===== src/hw/rtl/vdec_pkg.sv =====
`timescale 1ns / 1ps
// ----------------------------------------------------------------------------
// vdec_pkg
// Shared types and codes for the varint field decoder.
// ----------------------------------------------------------------------------
package vdec_pkg;

    // field types
    localparam logic [2:0] FT_BYTE    = 3'd0;
    localparam logic [2:0] FT_SHORT   = 3'd1;
    localparam logic [2:0] FT_INT     = 3'd2;
    localparam logic [2:0] FT_LONG    = 3'd3;
    localparam logic [2:0] FT_VARINT  = 3'd4;
    localparam logic [2:0] FT_VARLONG = 3'd5;
    localparam logic [2:0] FT_STRING  = 3'd6;
    localparam logic [2:0] FT_RAW     = 3'd7;

    // beat kinds
    localparam logic KIND_DATA = 1'b0;
    localparam logic KIND_END  = 1'b1;

    // result status codes
    localparam logic [1:0] ST_OK       = 2'd0;
    localparam logic [1:0] ST_OVERLONG = 2'd1;
    localparam logic [1:0] ST_TRUNC    = 2'd2;
    localparam logic [1:0] ST_DONE     = 2'd3;

    // config register indexes
    localparam logic CFG_VARINT_MAX  = 1'b0;
    localparam logic CFG_VARLONG_MAX = 1'b1;

    localparam logic [3:0] VARINT_MAX_RST  = 4'd5;
    localparam logic [3:0] VARLONG_MAX_RST = 4'd10;

    // LEB128 byte layout
    localparam logic [7:0] GROUP_MASK = 8'b0111_1111;
    localparam int         MORE_BIT   = 7;

    typedef struct packed {
        logic       kind;
        logic [2:0] field_type;
        logic [7:0] data_byte;
    } item_t;

    typedef struct packed {
        logic [63:0] value;
        logic [2:0]  result_type;
        logic [1:0]  status;
        logic        is_payload;
        logic        last_of_field;
        logic [31:0] bytes_consumed;
    } res_t;

endpackage


===== src/hw/rtl/field_deserializer_varint.sv =====
`timescale 1ns / 1ps
// ----------------------------------------------------------------------------
// field_deserializer_varint
// Byte-stream protocol field decoder (fixed, LEB128 varint/varlong, string).
// ----------------------------------------------------------------------------
// One input beat carries one buffer byte (or an end-of-buffer mark) and yields
// at most one result beat. Each beat passes input register -> decode logic ->
// result register, so the block takes a new beat every cycle and a result
// is registered as its byte leaves the input register; only output backpressure
// slows it. A data byte seen while idle starts a field of the type given in
// s_tuser. Fixed-width fields are big-endian; varint/varlong use LEB128 and
// are limited to the byte counts in the config registers (exceeding the
// limit gives an overlong status on that byte). Strings emit their length,
// then each payload byte with is_payload set; tlast marks the final beat of
// every field and every error/done beat. End of buffer while idle reports
// the byte count (done); in mid-field it reports truncated. Config writes
// must only be made while the decoder is idle.
// ----------------------------------------------------------------------------
module field_deserializer_varint #(
    parameter int LENGTH_BITS = 32   // string length width, 8..32
) (
    input  logic        clk,
    input  logic        rst_n,

    // input beats
    input  logic        s_tvalid,
    output logic        s_tready,
    input  logic [7:0]  s_tdata,     // [7:0] data_byte
    input  logic [3:0]  s_tuser,     // [0] kind, [3:1] field_type

    // result beats
    output logic        m_tvalid,
    input  logic        m_tready,
    output logic [95:0] m_tdata,     // [63:0] value, [95:64] bytes_consumed
    output logic [5:0]  m_tuser,     // [2:0] result_type, [4:3] status, [5] is_payload
    output logic        m_tlast,     // last_of_field

    // config writes
    input  logic        cfg_we,
    input  logic        cfg_index,
    input  logic [3:0]  cfg_data
);

    logic            in_valid_reg;
    vdec_pkg::item_t in_item_reg;
    logic            out_valid_reg;
    vdec_pkg::res_t  out_res_reg;
    logic [3:0]      varint_max_reg;
    logic [3:0]      varlong_max_reg;

    logic            advance;
    logic            core_valid;
    vdec_pkg::res_t  core_res;

    // input stage moves on when the result slot is free or being drained
    assign advance  = in_valid_reg && (!out_valid_reg || m_tready);
    assign s_tready = !in_valid_reg || advance;

    always_ff @(posedge clk or negedge rst_n)
    begin
        if (!rst_n)
        begin
            in_valid_reg <= 1'b0;
        end
        else if (s_tready)
        begin
            in_valid_reg <= s_tvalid;
        end
    end

    always_ff @(posedge clk)
    begin
        if (s_tready && s_tvalid)
        begin
            in_item_reg.kind       <= s_tuser[0];
            in_item_reg.field_type <= s_tuser[3:1];
            in_item_reg.data_byte  <= s_tdata;
        end
    end

    // config registers
    always_ff @(posedge clk or negedge rst_n)
    begin
        if (!rst_n)
        begin
            varint_max_reg  <= vdec_pkg::VARINT_MAX_RST;
            varlong_max_reg <= vdec_pkg::VARLONG_MAX_RST;
        end
        else if (cfg_we)
        begin
            if (cfg_index == vdec_pkg::CFG_VARINT_MAX)
            begin
                varint_max_reg <= cfg_data;
            end
            if (cfg_index == vdec_pkg::CFG_VARLONG_MAX)
            begin
                varlong_max_reg <= cfg_data;
            end
        end
    end

    vdec_core #(
        .LENGTH_BITS (LENGTH_BITS)
    ) u_core (
        .clk         (clk),
        .rst_n       (rst_n),
        .step        (advance),
        .item        (in_item_reg),
        .varint_max  (varint_max_reg),
        .varlong_max (varlong_max_reg),
        .res_valid   (core_valid),
        .res         (core_res)
    );

    // result register
    always_ff @(posedge clk or negedge rst_n)
    begin
        if (!rst_n)
        begin
            out_valid_reg <= 1'b0;
        end
        else if (advance)
        begin
            out_valid_reg <= core_valid;
        end
        else if (m_tready)
        begin
            out_valid_reg <= 1'b0;
        end
    end

    always_ff @(posedge clk)
    begin
        if (advance)
        begin
            out_res_reg <= core_res;
        end
    end

    assign m_tvalid = out_valid_reg;
    assign m_tdata  = {out_res_reg.bytes_consumed, out_res_reg.value};
    assign m_tuser  = {out_res_reg.is_payload, out_res_reg.status, out_res_reg.result_type};
    assign m_tlast  = out_res_reg.last_of_field;

endmodule


===== src/hw/rtl/vdec_core.sv =====
`timescale 1ns / 1ps
// ----------------------------------------------------------------------------
// vdec_core
// Decoder state and the single-pass next-state / result logic for one beat.
// ----------------------------------------------------------------------------
module vdec_core #(
    parameter int LENGTH_BITS = 32
) (
    input  logic                clk,
    input  logic                rst_n,
    input  logic                step,
    input  vdec_pkg::item_t     item,
    input  logic [3:0]          varint_max,
    input  logic [3:0]          varlong_max,
    output logic                res_valid,
    output vdec_pkg::res_t      res
);

    typedef enum logic [2:0] {
        PH_IDLE,
        PH_FIXED,
        PH_VAR,
        PH_STRLEN,
        PH_PAYLOAD
    } phase_t;

    phase_t                   phase_reg,    phase_next;
    logic [2:0]               type_reg,     type_next;
    logic [3:0]               idx_reg,      idx_next;
    logic [63:0]              acc_reg,      acc_next;
    logic [LENGTH_BITS-1:0]   left_reg,     left_next;
    logic [31:0]              cons_reg,     cons_next;

    // varint path operands: fresh field when idle, running field otherwise
    logic [3:0]               v_idx;
    logic [63:0]              v_acc;
    logic [2:0]               v_type;
    logic                     v_wide;
    logic [3:0]               v_limit;
    logic                     v_over;
    logic [6:0]               v_shift;
    logic [63:0]              v_grp;
    logic [63:0]              v_acc_new;
    logic [LENGTH_BITS-1:0]   v_len;
    logic [3:0]               fix_need;
    logic [3:0]               idx_inc;
    logic [31:0]              cons_inc;
    logic [LENGTH_BITS-1:0]   left_dec;
    logic [7:0]               b;

    always_comb
    begin
        b         = item.data_byte;
        v_idx     = (phase_reg == PH_IDLE) ? 4'd0 : idx_reg;
        v_acc     = (phase_reg == PH_IDLE) ? 64'd0 : acc_reg;
        v_type    = (phase_reg == PH_IDLE) ? item.field_type : type_reg;
        v_wide    = (v_type == vdec_pkg::FT_VARLONG);
        v_limit   = v_wide ? varlong_max : varint_max;
        v_over    = ({1'b0, v_idx} + 5'd1) > {1'b0, v_limit};
        v_shift   = 7'(v_idx) * 7'd7;
        v_grp     = {56'd0, b & vdec_pkg::GROUP_MASK} << v_shift;
        if (!v_wide)
        begin
            v_grp = {32'd0, v_grp[31:0]};
        end
        v_acc_new = v_acc | v_grp;
        v_len     = v_acc_new[LENGTH_BITS-1:0];
        fix_need  = (type_reg == vdec_pkg::FT_SHORT) ? 4'd2 :
                    (type_reg == vdec_pkg::FT_INT)   ? 4'd4 : 4'd8;
        idx_inc   = idx_reg + 4'd1;
        cons_inc  = cons_reg + 32'd1;
        left_dec  = left_reg - LENGTH_BITS'(1);
    end

    always_comb
    begin
        phase_next = phase_reg;
        type_next  = type_reg;
        idx_next   = idx_reg;
        acc_next   = acc_reg;
        left_next  = left_reg;
        cons_next  = cons_reg;
        res_valid  = 1'b0;
        res        = '0;

        if (item.kind == vdec_pkg::KIND_END)
        begin
            res_valid          = 1'b1;
            res.status         = (phase_reg == PH_IDLE) ? vdec_pkg::ST_DONE
                                                        : vdec_pkg::ST_TRUNC;
            res.result_type    = (phase_reg == PH_IDLE) ? 3'd0 : type_reg;
            res.last_of_field  = 1'b1;
            res.bytes_consumed = cons_reg;
            phase_next = PH_IDLE;
            idx_next   = 4'd0;
            acc_next   = 64'd0;
            left_next  = '0;
            cons_next  = 32'd0;
        end
        else
        begin
            cons_next          = cons_inc;
            res.bytes_consumed = cons_inc;
            res.status         = vdec_pkg::ST_OK;
            case (phase_reg)
                PH_IDLE, PH_VAR, PH_STRLEN:
                begin
                    type_next = v_type;
                    if (phase_reg == PH_IDLE &&
                        (item.field_type == vdec_pkg::FT_BYTE ||
                         item.field_type == vdec_pkg::FT_RAW))
                    begin
                        res_valid         = 1'b1;
                        res.value         = {56'd0, b};
                        res.result_type   = item.field_type;
                        res.last_of_field = 1'b1;
                        idx_next          = 4'd0;
                        acc_next          = 64'd0;
                    end
                    else if (phase_reg == PH_IDLE &&
                             item.field_type <= vdec_pkg::FT_LONG)
                    begin
                        phase_next = PH_FIXED;
                        acc_next   = {56'd0, b};
                        idx_next   = 4'd1;
                    end
                    else if (v_over)
                    begin
                        res_valid         = 1'b1;
                        res.result_type   = v_type;
                        res.status        = vdec_pkg::ST_OVERLONG;
                        res.last_of_field = 1'b1;
                        phase_next = PH_IDLE;
                        idx_next   = 4'd0;
                        acc_next   = 64'd0;
                        left_next  = '0;
                    end
                    else if (b[vdec_pkg::MORE_BIT])
                    begin
                        phase_next = (v_type == vdec_pkg::FT_STRING) ? PH_STRLEN : PH_VAR;
                        acc_next   = v_acc_new;
                        idx_next   = v_idx + 4'd1;
                    end
                    else
                    begin
                        res_valid       = 1'b1;
                        res.result_type = v_type;
                        phase_next = PH_IDLE;
                        idx_next   = 4'd0;
                        acc_next   = 64'd0;
                        left_next  = '0;
                        if (v_type == vdec_pkg::FT_STRING)
                        begin
                            res.value = {{(64-LENGTH_BITS){1'b0}}, v_len};
                            if (v_len == '0)
                            begin
                                res.last_of_field = 1'b1;
                            end
                            else
                            begin
                                phase_next = PH_PAYLOAD;
                                left_next  = v_len;
                            end
                        end
                        else
                        begin
                            res.last_of_field = 1'b1;
                            res.value = v_wide ? v_acc_new
                                               : {{32{v_acc_new[31]}}, v_acc_new[31:0]};
                        end
                    end
                end
                PH_FIXED:
                begin
                    acc_next = {acc_reg[55:0], b};
                    idx_next = idx_inc;
                    if (idx_inc >= fix_need)
                    begin
                        res_valid         = 1'b1;
                        res.value         = {acc_reg[55:0], b};
                        res.result_type   = type_reg;
                        res.last_of_field = 1'b1;
                        phase_next = PH_IDLE;
                        idx_next   = 4'd0;
                        acc_next   = 64'd0;
                        left_next  = '0;
                    end
                end
                PH_PAYLOAD:
                begin
                    res_valid       = 1'b1;
                    res.value       = {56'd0, b};
                    res.result_type = vdec_pkg::FT_STRING;
                    res.is_payload  = 1'b1;
                    left_next       = left_dec;
                    if (left_dec == '0)
                    begin
                        res.last_of_field = 1'b1;
                        phase_next = PH_IDLE;
                        idx_next   = 4'd0;
                        acc_next   = 64'd0;
                    end
                end
                default:
                begin
                    phase_next = PH_IDLE;
                end
            endcase
        end
    end

    always_ff @(posedge clk or negedge rst_n)
    begin
        if (!rst_n)
        begin
            phase_reg <= PH_IDLE;
            type_reg  <= 3'd0;
            idx_reg   <= 4'd0;
            acc_reg   <= 64'd0;
            left_reg  <= '0;
            cons_reg  <= 32'd0;
        end
        else if (step)
        begin
            phase_reg <= phase_next;
            type_reg  <= type_next;
            idx_reg   <= idx_next;
            acc_reg   <= acc_next;
            left_reg  <= left_next;
            cons_reg  <= cons_next;
        end
    end

endmodule


===== config.mk =====
export PLATFORM = sky130hd
export DESIGN_NAME = field_deserializer_varint
export DESIGN_NICKNAME = d
export VERILOG_FILES = /design/src/hw/rtl/vdec_pkg.sv /design/src/hw/rtl/field_deserializer_varint.sv /design/src/hw/rtl/vdec_core.sv
export SDC_FILE = /design/constraint.sdc
export NUM_CORES = 1
export LEC_CHECK = 0
export BUFFER_PORTS_ARGS = -buffer_cell sky130_fd_sc_hd__buf_2
export CORE_MARGIN = 2
export CORE_UTILIZATION = 35
export CTS_CLUSTER_DIAMETER = 40
export DETAILED_ROUTE_END_ITERATION = 6
export GPL_TIMING_DRIVEN = 0
export PLACE_DENSITY = 0.53
export SETUP_SLACK_MARGIN = 0.02
export SYNTH_ARGS = -nofsm -noshare
export SYNTH_HDL_FRONTEND = slang
export SYNTH_SLANG_ARGS = --single-unit

===== constraint.sdc =====
create_clock -name clk -period 11.3 [get_ports clk]
set_clock_uncertainty 0.15 [all_clocks]
set_input_delay 1.13 -clock clk [delete_from_list [all_inputs] [get_ports clk]]
set_output_delay 1.13 -clock clk [all_outputs]
set_load 0.01 [all_outputs]

==> results.txt <==
cts repair resizes = 0
drt first-iter violations = 1692
Worst setup EP type = register
RSZ-0062 raised after global routing = false
RD Place Congestion = 0.941
clock tree buffer depth = 3
final setup fails = 0
Yosys top cell area share = 0.239
DP HPWL = 40100 um
first-pass GRT wire length = 84700 um
PortBufs = 126
Pwr Density = 289 nW/um^2
Via density = 5.98
multi-input logic area = 7250 um^2
Critical Path RT = 11.52 ns
FP Rows = 76
TritonCTS clock tree = done
measured slew at the worst slew-check pin = 1.49 ns
pre-CTS setup slack = 4.42 ns
Routed Antenna Nets = 0
M2 GR Usage = 0.379
CTS clk-pin slew, worst paths = 0.06 ns
Net Count, Synth = 1650
nets = 1833
Worst Setup Start Kind = register
failing checks = max-capacitance violations, max-slew violations
largest cells by area after synthesis = dfrtp_1 (24%), edfxtp_1 (23%), a21oi_1 (6.4%), nor2_1 (4.5%), clkbuf_1 (3.0%)
# DRC = 0
setup bufs post-CTS = 0
status = finished, violations left
Synth Area per Inst = 9.33 um^2
initial core utilization = 0.352
Max Fanout on Critical Path = 10
H-Tree Level Count = 2
Vias = 14300
crit path kind = reg2reg
Util after Layout = 0.428
sequential cell area = 7160 um^2
Cell Area, Synth = 15100 um^2
CTS Hold Buffers Added = 0
met3 capacity usage during global routing = 0.0534
grt total ovfl = 0
gr busiest metal = met2
Peak VDD IR = 133 uV
clk root buf = clkbuf_16
worst-skew pair later-pin latency = 0.61 ns
Seq/Total Area, Yosys = 0.475
first-pass iteration count of the detailed router = 5
Final Max Slew Viols = 1
Largest register FFs = 96
R2R Path Start = u_core.phase_reg[2]$_DFFE_PN0P_
Fill cells = 4209
Setup TNS = 0 ns
Antenna Cells = 0
Total Wirelength = 56800 um
met1 GRT Util = 0.348
register bit total from synthesis = 263
HP Class = in2async
largest net degree at the start of global routing = 108
clock sinks = 263
post-route clock period utilization = 0.629
drt wl/cell = 23.8 um
Core Area = 42800 um^2
Main synth FF type = dfrtp_1
cell taking the most area after synthesis = dfrtp_1
Leakage = 7.68 nW
Cells after Synth = 1616
share of cells above drive strength 1 = 0.153
CP Launch Point = u_core.phase_reg[2]$_DFFE_PN0P_
fin crit period = 7.11 ns
vias in the first global route = 13600
Num CTS Buffers = 53
Ports = 127
Tot Pwr = 0.00529 W
Synth async-reset ratio = 0.563
initial antenna violation count = 1
Worst Path Arrival = 7.33 ns
GR Util All Layers = 0.250
number of synthesized flops with an enable pin = 115
DIE WIDTH = 212 um
max_cap viols = 1
worst setup margin = 4.19 ns
chip height = 212 um
Distinct cells, synth = 78
worst rel slew slack = -0.00000791
Ys Warns = 0
Hold Violations, Final = 0
die area = 44700 um^2
Fmax achieved = 0.141 GHz
area delta synth->final = 21.5%
[per-layer routing]
| layer | wire, um | vias to the layer above | part of all wire |
|---|---|---|---|
| li1 | - | 6491 | - |
| met1 | 25400 | 7019 | 0.45 |
| met2 | 24900 | 639 | 0.44 |
| met3 | 4420 | 135 | 0.078 |
| met4 | 2110 | 2 | 0.037 |
| met5 | 13 | - | 0.00023 |
[cells by family after synthesis]
group,share of synthesized area
AOI/OAI and AO/OA,0.246
and+or+nand+nor,0.168
muxes,0.0313
xor gates and xnor gates,0.0250
buffers and inverters,0.0442
DFF,0.475
adders and majority gates,0.00996
[cell usage after synthesis, types with 14 or more instances]
cell	number
a21o_1	51
a21oi_1	194
a221o_1	22
a221oi_1	26
a22oi_1	58
a31oi_1	19
and3_1	17
clkbuf_1	121
dfrtp_1	144
edfxtp_1	115
inv_1	19
mux2_4	16
nand2_1	96
nand2b_1	14
nand3_1	30
nand4_1	14
nor2_1	182
nor3_1	87
nor4_1	24
o21ai_0	77
o31ai_1	48
xor2_1	32
[where the power goes]
group	internal [W]	total, W	switching [W]	leakage, nW
combinational	0.000690	0.00221	0.00152	3.62
sequential	0.00124	0.00145	0.000213	3.16
clock	0.00101	0.00163	0.000616	0.904
total	0.00294	0.00529	0.00235	7.68
[per-stage QoR]
step / hold WS (ns) / area (um^2) / std cells
floorplan: 0.274 / 15100 / 1616
global placement: 0.305 / 16400 / 2288
detailed placement: 0.303 / 16500 / 2290
CTS: 0.262 / 18300 / 2390
global route: 0.272 / 18300 / 2390
finish: 0.260 / 18300 / 2390
[layout make-up]
| type | count | share of cell area |
|---|---|---|
| Timing Repair Buffer | 128 | 0.0380 |
| Multi-Input combinational cell | 1190 | 0.396 |
| Tap cell | 546 | 0.0373 |
| Buffer | 141 | 0.0321 |
| Clock buffer | 56 | 0.0736 |
| Sequential cell | 263 | 0.391 |
| Clock inverter | 44 | 0.0272 |
| Inverter | 22 | 0.00451 |
[placed cells by master, fill, tap and decap left out, types with 13 or more instances in the layout]
cell	instances
xor2_1	32
dfrtp_1	144
mux2_2	13
nor4_1	24
a31oi_1	19
a221oi_1	26
o21ai_0	77
a21o_1	51
a21oi_1	194
a221o_1	22
clkbuf_1	122
nor2b_1	13
inv_6	17
clkbuf_16	53
nor3_1	86
nand4_1	14
edfxtp_1	115
inv_1	19
buf_2	126
a22oi_1	58
nand2b_1	14
o31ai_1	48
nand3_1	30
nor2_1	182
and3_1	17
mux2_4	16
nand2_1	96
[final timing paths]
path                                              endpoint  slack [ns]  cells past startpoint
min                        u_core.left_reg[14]$_DFFE_PN0P_        0.26                      1
min in group clk            u_core.acc_reg[58]$_DFFE_PN0P_        0.33                      1
max in group asynchronous   u_core.type_reg[0]$_DFFE_PN0P_        9.73                      2
max                              m_tdata[32]$_SDFFCE_PP0P_        4.19                     15
max reg2reg                      m_tdata[32]$_SDFFCE_PP0P_        4.19                     15
min reg2reg                 u_core.acc_reg[58]$_DFFE_PN0P_        0.33                      1
[worst max-delay path: stages (launching register included)]
cell	delay, ns
dfrtp_1	0.41
clkbuf_1	0.23
or3_1	0.35
clkbuf_1	0.25
a21oi_1	1.00
clkbuf_1	0.60
mux2i_1	0.32
ha_1	0.28
a21oi_1	0.13
o21ai_0	0.31
a21boi_1	0.61
nand3_1	0.41
a211oi_1	0.81
clkbuf_1	0.46
o21ai_0	0.16
a21oi_1	0.39
No activity file was read; power rests on OpenSTA's default activity.
